==> src/design/set_pkg.sv <==
// Shared types, constants and codes of the sorted event table.
package set_pkg;

    localparam int MAX_EVENTS        = 256;
    localparam int ROW_COUNT         = 128;
    localparam int TICKS_PER_QUARTER = 96;

    localparam int AW      = $clog2(MAX_EVENTS);
    localparam int CW      = $clog2(MAX_EVENTS + 1);
    localparam int PLEN_W  = $clog2(TICKS_PER_QUARTER * 4 * 32 * 64 + 1);
    localparam int TICK_W  = 19;
    localparam int ROW_W   = 8;
    localparam int VEL_W   = 7;
    localparam int CHN_W   = 7;
    localparam int LEN_W   = 16;
    localparam int CFG_IDX_W  = 2;
    localparam int CFG_DATA_W = 7;

    localparam int VEL_MAX   = 127;
    localparam int CHN_MAX   = 100;
    localparam int BEATS_MAX = 32;
    localparam int BARS_MAX  = 64;

    typedef enum logic [2:0] {
        K_ADD    = 3'd0,
        K_REMOVE = 3'd1,
        K_MOVE   = 3'd2,
        K_UPDATE = 3'd3,
        K_FIND   = 3'd4,
        K_READ   = 3'd5,
        K_CLEAR  = 3'd6,
        K_TRIM   = 3'd7
    } t_kind;

    typedef enum logic [2:0] {
        ST_OK        = 3'd0,
        ST_NOT_FOUND = 3'd1,
        ST_RANGE     = 3'd2,
        ST_FULL      = 3'd3,
        ST_TAKEN     = 3'd4
    } t_status;

    typedef enum logic [CFG_IDX_W-1:0] {
        CFG_BEATS = 2'd0,
        CFG_UNIT  = 2'd1,
        CFG_BARS  = 2'd2,
        CFG_NONE  = 2'd3
    } t_cfg_idx;

    // One stored event, 57 bits
    typedef struct packed {
        logic [TICK_W-1:0] tick;
        logic [ROW_W-1:0]  row;
        logic [VEL_W-1:0]  vel;
        logic [CHN_W-1:0]  chance;
        logic [LEN_W-1:0]  len;
    } t_entry;

    // Controller to datapath commands
    typedef struct packed {
        logic    ld_in;
        logic    init_src;
        logic    init_tgt;
        logic    srch_rd;
        logic    srch_cmp;
        logic    rd_lo;
        logic    rd_slot;
        logic    cap;
        logic    save_src;
        logic    sh_up;
        logic    sh_dn;
        logic    sh_trim;
        logic    sh_run;
        logic    wr_new;
        logic    wr_hold;
        logic    wr_upd;
        logic    used_inc;
        logic    used_dec;
        logic    used_clr;
        logic    used_trim;
        logic    set_active;
        logic    done;
        logic    show;
        t_status status;
    } t_cmd;

    // Datapath to controller status
    typedef struct packed {
        t_kind kind;
        logic  lt;
        logic  found;
        logic  in_range;
        logic  full;
        logic  sh_busy;
        logic  slot_ok;
        logic  same_key;
    } t_stat;

endpackage

==> src/design/set_ctrl.sv <==
// Controller: sequences search, shift and write steps for each command.
module set_ctrl import set_pkg::*; (
    input  logic  i_clk,
    input  logic  i_rst_n,
    input  logic  i_start,
    output logic  o_busy,
    input  t_stat i_stat,
    output t_cmd  o_cmd
);

    typedef enum logic [13:0] {
        S_IDLE   = 14'b00000000000001,
        S_DISP   = 14'b00000000000010,
        S_ADDRNG = 14'b00000000000100,
        S_SRCH   = 14'b00000000001000,
        S_SCMP   = 14'b00000000010000,
        S_LCHK   = 14'b00000000100000,
        S_EVAL   = 14'b00000001000000,
        S_MVRNG  = 14'b00000010000000,
        S_DNINIT = 14'b00000100000000,
        S_SHDN   = 14'b00001000000000,
        S_DNEND  = 14'b00010000000000,
        S_SHUP   = 14'b00100000000000,
        S_RDCHK  = 14'b01000000000000,
        S_FIN    = 14'b10000000000000
    } t_state;

    typedef enum logic [1:0] {
        PH_SRC = 2'd0,
        PH_TGT = 2'd1,
        PH_INS = 2'd2
    } t_phase;

    t_state  r_state, n_state;
    t_phase  r_phase, n_phase;
    t_status r_status, n_status;
    logic    r_show, n_show, r_rdcap, n_rdcap;

    assign o_busy = r_state != S_IDLE;

    always_comb begin
        n_state  = r_state;
        n_phase  = r_phase;
        n_status = r_status;
        n_show   = r_show;
        n_rdcap  = r_rdcap;
        o_cmd    = '0;
        o_cmd.status = r_status;
        unique case (r_state)
            S_IDLE: begin
                if (i_start) begin
                    o_cmd.ld_in = 1'b1;
                    n_phase  = PH_SRC;
                    n_status = ST_OK;
                    n_show   = 1'b0;
                    n_rdcap  = 1'b0;
                    n_state  = S_DISP;
                end
            end
            S_DISP: begin
                unique case (i_stat.kind)
                    K_ADD: begin
                        o_cmd.init_src = 1'b1;
                        n_state = S_ADDRNG;
                    end
                    K_REMOVE, K_MOVE, K_UPDATE, K_FIND: begin
                        o_cmd.init_src = 1'b1;
                        n_state = S_SRCH;
                    end
                    K_READ: n_state = S_RDCHK;
                    K_CLEAR: begin
                        o_cmd.used_clr = 1'b1;
                        n_state = S_FIN;
                    end
                    default: begin
                        o_cmd.set_active = 1'b1;
                        o_cmd.sh_trim    = 1'b1;
                        n_state = S_SHDN;
                    end
                endcase
            end
            S_ADDRNG: begin
                if (!i_stat.in_range) begin
                    n_status = ST_RANGE;
                    n_state  = S_FIN;
                end else begin
                    o_cmd.set_active = 1'b1;
                    n_state = S_SRCH;
                end
            end
            // lower-bound search, each step a read in S_SRCH and a compare in S_SCMP
            S_SRCH: begin
                if (i_stat.lt) begin
                    o_cmd.srch_rd = 1'b1;
                    n_state = S_SCMP;
                end else begin
                    o_cmd.rd_lo = 1'b1;
                    n_state = S_LCHK;
                end
            end
            S_SCMP: begin
                o_cmd.srch_cmp = 1'b1;
                n_state = S_SRCH;
            end
            S_LCHK: begin
                o_cmd.cap = 1'b1;
                n_state = r_rdcap ? S_FIN : S_EVAL;
            end
            S_EVAL: begin
                unique case (i_stat.kind)
                    K_ADD: begin
                        if (i_stat.found) begin
                            o_cmd.wr_upd = 1'b1;
                            n_show  = 1'b1;
                            n_state = S_FIN;
                        end else if (i_stat.full) begin
                            n_status = ST_FULL;
                            n_state  = S_FIN;
                        end else begin
                            o_cmd.sh_up = 1'b1;
                            n_state = S_SHUP;
                        end
                    end
                    K_MOVE: begin
                        unique case (r_phase)
                            PH_SRC: begin
                                if (!i_stat.found) begin
                                    n_status = ST_NOT_FOUND;
                                    n_state  = S_FIN;
                                end else begin
                                    o_cmd.save_src = 1'b1;
                                    o_cmd.init_tgt = 1'b1;
                                    n_state = S_MVRNG;
                                end
                            end
                            PH_TGT: begin
                                if (i_stat.found) begin
                                    n_status = ST_TAKEN;
                                    n_state  = S_FIN;
                                end else begin
                                    n_state = S_DNINIT;
                                end
                            end
                            default: begin
                                o_cmd.sh_up = 1'b1;
                                n_state = S_SHUP;
                            end
                        endcase
                    end
                    K_REMOVE: begin
                        if (!i_stat.found) begin
                            n_status = ST_NOT_FOUND;
                            n_state  = S_FIN;
                        end else begin
                            o_cmd.save_src = 1'b1;
                            n_state = S_DNINIT;
                        end
                    end
                    K_UPDATE: begin
                        if (!i_stat.found) begin
                            n_status = ST_NOT_FOUND;
                        end else begin
                            o_cmd.wr_upd = 1'b1;
                            n_show = 1'b1;
                        end
                        n_state = S_FIN;
                    end
                    default: begin
                        if (!i_stat.found) begin
                            n_status = ST_NOT_FOUND;
                        end else begin
                            n_show = 1'b1;
                        end
                        n_state = S_FIN;
                    end
                endcase
            end
            S_MVRNG: begin
                if (!i_stat.in_range) begin
                    n_status = ST_RANGE;
                    n_state  = S_FIN;
                end else if (i_stat.same_key) begin
                    n_state = S_DNINIT;
                end else begin
                    n_phase = PH_TGT;
                    n_state = S_SRCH;
                end
            end
            S_DNINIT: begin
                o_cmd.sh_dn = 1'b1;
                n_state = S_SHDN;
            end
            // shared by delete shifts and trim compaction
            S_SHDN: begin
                o_cmd.sh_run = 1'b1;
                if (!i_stat.sh_busy) begin
                    if (i_stat.kind == K_TRIM) begin
                        o_cmd.used_trim = 1'b1;
                        n_state = S_FIN;
                    end else begin
                        o_cmd.used_dec = 1'b1;
                        n_state = S_DNEND;
                    end
                end
            end
            S_DNEND: begin
                if (i_stat.kind == K_MOVE) begin
                    o_cmd.init_tgt = 1'b1;
                    n_phase = PH_INS;
                    n_state = S_SRCH;
                end else begin
                    n_show  = 1'b1;
                    n_state = S_FIN;
                end
            end
            S_SHUP: begin
                o_cmd.sh_run = 1'b1;
                if (!i_stat.sh_busy) begin
                    o_cmd.wr_new   = 1'b1;
                    o_cmd.wr_hold  = i_stat.kind == K_MOVE;
                    o_cmd.used_inc = 1'b1;
                    if (i_stat.kind == K_MOVE) begin
                        o_cmd.set_active = 1'b1;
                    end
                    n_show  = 1'b1;
                    n_state = S_FIN;
                end
            end
            S_RDCHK: begin
                if (!i_stat.slot_ok) begin
                    n_status = ST_RANGE;
                    n_state  = S_FIN;
                end else begin
                    o_cmd.rd_slot = 1'b1;
                    n_show  = 1'b1;
                    n_rdcap = 1'b1;
                    n_state = S_LCHK;
                end
            end
            S_FIN: begin
                o_cmd.done = 1'b1;
                o_cmd.show = r_show;
                n_state = S_IDLE;
            end
            default: n_state = S_IDLE;
        endcase
    end

    always_ff @(posedge i_clk) begin
        if (!i_rst_n) begin
            r_state  <= S_IDLE;
            r_phase  <= PH_SRC;
            r_status <= ST_OK;
            r_show   <= 1'b0;
            r_rdcap  <= 1'b0;
        end else begin
            r_state  <= n_state;
            r_phase  <= n_phase;
            r_status <= n_status;
            r_show   <= n_show;
            r_rdcap  <= n_rdcap;
        end
    end

endmodule

==> config.mk <==
export PLATFORM = sky130hd
export DESIGN_NAME = set_ctrl
export DESIGN_NICKNAME = d
export VERILOG_FILES = /design/src/design/set_pkg.sv /design/src/design/set_ctrl.sv
export SDC_FILE = /design/constraint.sdc
export NUM_CORES = 1
export LEC_CHECK = 0
export BUFFER_PORTS_ARGS = -buffer_cell sky130_fd_sc_hd__buf_2
export CORE_UTILIZATION = 45
export CTS_CLUSTER_DIAMETER = 200
export CTS_CLUSTER_SIZE = 14
export DETAILED_ROUTE_END_ITERATION = 10
export PLACE_DENSITY_LB_ADDON = 0.25
export SLEW_MARGIN = 25
export SYNTH_ARGS = -nofsm -noshare
export SYNTH_HDL_FRONTEND = slang
export SYNTH_SLANG_ARGS = --single-unit
==> constraint.sdc <==
create_clock -name i_clk -period 7.2 [get_ports i_clk]
set_clock_uncertainty 0.1 [all_clocks]
set_input_delay 0 -clock i_clk [delete_from_list [all_inputs] [get_ports i_clk]]
set_output_delay 0 -clock i_clk [all_outputs]
set_load 0.03 [all_outputs]
==> impl_metrics.py <==
metrics = {
    "outcome": {
        "outcome": "completed",
    },
    "power_and_ir_drop": {
        "ir_drop_uv": 68.6,
        "pwr-share-seq_pct": 45.4,
        "power.total_uw": 267,
        "p_switching_uw": 85.4,
        "p_per_area_nw_per_um2": 133,
        "comb_power_share_pct": 23.3,
        "p_int_uw": 181,
        "switching_share_pct": 32.0,
        "power_leakage_nw": 0.819,
        "pwr-share-clk_pct": 31.3,
    },
    "route": {
        "first_pass_iters": 4,
        "antenna_left": 0,
        "drt_wl_total_um": 5020,
        "vias": 1912,
        "post-route-drc-count": 0,
        "viasPerCell": 6.07,
        "drt_iter0_drc": 119,
        "avgRoutedWirePerCell_um": 15.9,
    },
    "clocking": {
        "path_clk_slew_ns": 0.09,
        "root_buffer": "clkbuf_8",
        "cts_resized": 0,
        "tritoncts": "built",
        "clock_sinks": 21,
        "numCtsBuffers": 3,
        "clkLatencyLatePin_ns": 0.27,
        "clk_path_buf_depth": 2,
        "htree_num_levels": 1,
    },
    "worst_setup_path": {
        "start_kind": "flip-flop",
        "reg2reg_from": "r_state[4]$_SDFFE_PN0P_",
        "cpMostUsedCell": "or4_4",
        "worst-path-buf-inv": 0,
        "critical_path_class": "reg2reg",
        "crit_chain": "or4_4, or4_4, o22a_4, a2111oi_4, mux2i_1, nor2b_1",
        "r2r_end": "r_status[2]$_SDFFE_PN0P_",
        "critPathTopFamily": "simple AND/OR/NAND/NOR gates",
        "cp-end-kind": "flip-flop",
        "reg2reg_depth": 6,
        "max_stage_delay_ns": 0.60,
        "r2r_setup_slack_ns": 4.48,
        "required_ns": 7.27,
        "crit_path_top_delay_cell": "or4_4",
        "critPathArrivalTime_ns": 2.79,
        "path_max_fanout": 9,
    },
    "die": {
        "fp.dieH_um": 64.5,
        "start_util_pct": 47.3,
        "fp.dieArea_um2": 4160,
        "dieWidth_um": 64.5,
        "fp-row-count": 22,
        "core_area_um2": 3720,
        "pin_count": 40,
    },
    "placed_design": {
        "placed_area_um2": 1930,
        "dp_slack_ns": 4.49,
        "gp_congestion": 0.918,
        "hpwl_um": 3870,
        "placed_cells": 309,
        "io_buffers": 39,
    },
    "timing": {
        "fmax_mhz": 368,
        "period_minus_slack_ns": 2.72,
        "postLayoutSetupSlackWorst_ns": 4.48,
        "hold_violations": 0,
        "setup_tns_ns": 0,
        "tightest_slew_ns": 0.828,
        "finalSetupViolations": 0,
        "maxSlewHeadroom_pct": 44.3,
        "whs_ns": 0.0138,
        "rsz0062_at_grt": "false",
        "period_share_pct": 37.8,
        "slew_viol_final": 0,
    },
    "grt": {
        "grt_pass1_vias": 1707,
        "grt_pass1_wl_um": 8200,
        "track_usage_pct": 25.5,
        "antenna_found_initial": 0,
        "overflow": 0,
        "grt_max_degree": 20,
    },
    "yosys": {
        "synthFlopType": "dfxtp_1",
        "postSynthAreaPerCell_um2": 7.36,
        "syn_nets": 252,
        "ys_async_sr_fraction_pct": 0,
        "synthDistinctLibCells": 56,
        "synth_area_um2": 1760,
        "synth_warnings": 0,
        "synth_cells": 239,
        "ys_seq_elements": 21,
        "ys_seq_area_share_pct": 23.9,
        "synth_edf_count": 0,
    },
    "job": {
        "cap_violations": 0,
    },
    "cells_and_area": {
        "antenna_cells": 0,
        "fin_cells": 315,
        "n_fill_cell": 377,
        "final_cell_mix": "39 x buf_2, 23 x nor2_1, 21 x dfxtp_1, 15 x nor3_1, 14 x nand3_1",
        "multi_input_area_um2": 1220,
        "postLayoutCoreUtil_pct": 53.9,
        "seq_area_um2": 420,
        "final_common_cell": "buf_2",
        "layout-area-overhead-vs-synth_pct": 13.8,
        "fin_area_um2": 2000,
        "num-nets-final": 281,
        "layout-drive-gt1-share_pct": 20.2,
    },
    "worst_hold_path": {
        "hp-start": "i_stat[9]",
        "hold_class": "in2reg",
        "hold_depth": 2,
        "min_to": "r_state[12]$_SDFFE_PN0P_",
    },
}
[power by group through the flow]
stage	clock [mW]	combinational (mW)	sequential, mW
CTS	0.0838	0.0612	0.121
detailed placement	0	0.0602	0.124
global placement	0	0.0601	0.123
global route	0.0886	0.0674	0.122
finish	0.0835	0.0621	0.121
floorplan	0	0.0470	0.121
[logic make-up (layout without fill, tap and decap cells)]
kind of cell	Yosys count	count (layout)	share of synthesized area [%]
AO/OA/AOI/OAI	50	50	21.2
flip-flops	21	21	23.9
AND/OR/NAND/NOR	136	136	45.2
XOR/XNOR	4	4	1.99
multiplexers	2	2	1.14
buffers and inverters	26	54	6.54
[flip-flops by register name, indices dropped and copies added, names as in the netlist]
| register | cells |
|---|---|
| r_rdcap | 1 |
| r_phase | 2 |
| r_show | 1 |
| r_status | 3 |
| r_state | 14 |
[cell type report]
| class | instances | area share, % |
|---|---|---|
| inverters | 9 | 1.69 |
| multi-input cells | 192 | 61.1 |
| well taps | 48 | 3.00 |
| repair buffers | 41 | 10.7 |
| flip-flops and latches | 21 | 21.0 |
| clock buffers | 3 | 2.06 |
| clock inverters | 1 | 0.375 |
[Yosys cell counts, types with 3 or more instances]
library cell	count	area share, %
and3_1	5	1.8
nand3_1	14	4.0
a31oi_1	3	1.1
clkbuf_1	12	2.6
nor4b_1	8	4.0
inv_1	9	1.9
or3_1	3	1.1
dfxtp_1	21	24
nor3_1	15	4.3
o21a_1	3	1.3
a21oi_1	10	2.8
xor2_1	3	1.5
nor2b_1	10	3.6
nor4_1	6	2.1
o21ai_0	8	2.3
nor2_1	23	4.9
and4_1	3	1.5
nand2_1	12	2.6
and2_1	10	3.6
nand2b_1	8	2.8
a21boi_0	3	1.3
[metal layers]
| metal | part of all wire (%) | up-vias | GRT usage [%] | routed length [um] |
|---|---|---|---|---|
| li1 | - | 935 | - | - |
| met1 | 45 | 884 | 33.2 | 2230 |
| met2 | 47 | 78 | 42.9 | 2360 |
| met3 | 5.9 | 15 | 3.35 | 294 |
| met4 | 2.5 | 0 | 8.89 | 125 |
| met5 | 0 | - | 0 | 0 |
[worst max-delay path by stage]
stage / from / endpoint / cells past startpoint
finish: r_state[4]$_SDFFE_PN0P_ / r_status[2]$_SDFFE_PN0P_ / 6
global route: r_state[1]$_SDFFE_PN0P_ / o_cmd[5] / 6
CTS: r_state[4]$_SDFFE_PN0P_ / r_status[2]$_SDFFE_PN0P_ / 6
detailed placement: r_state[4]$_SDFFE_PN0P_ / r_status[2]$_SDFFE_PN0P_ / 6
global placement: r_state[4]$_SDFFE_PN0P_ / r_status[1]$_SDFFE_PN0P_ / 6
floorplan: r_state[4]$_SDFFE_PN0P_ / o_cmd[3] / 5
[worst register-to-register path: cells and delay by family (launching register included)]
family / cells / cell delay, ns
flip-flops: 1 / 0.40
multiplexers: 1 / 0.23
AO/OA/AOI/OAI: 2 / 0.69
AND/OR/NAND/NOR: 3 / 1.20
[what timing repair did]
item | in CTS | in global routing
hold buffers | 2 | 0
setup buffers | 0 | 0
endpoints found under the hold margin | 3 | 0
Note: power is estimated with default switching activity, not from simulation.
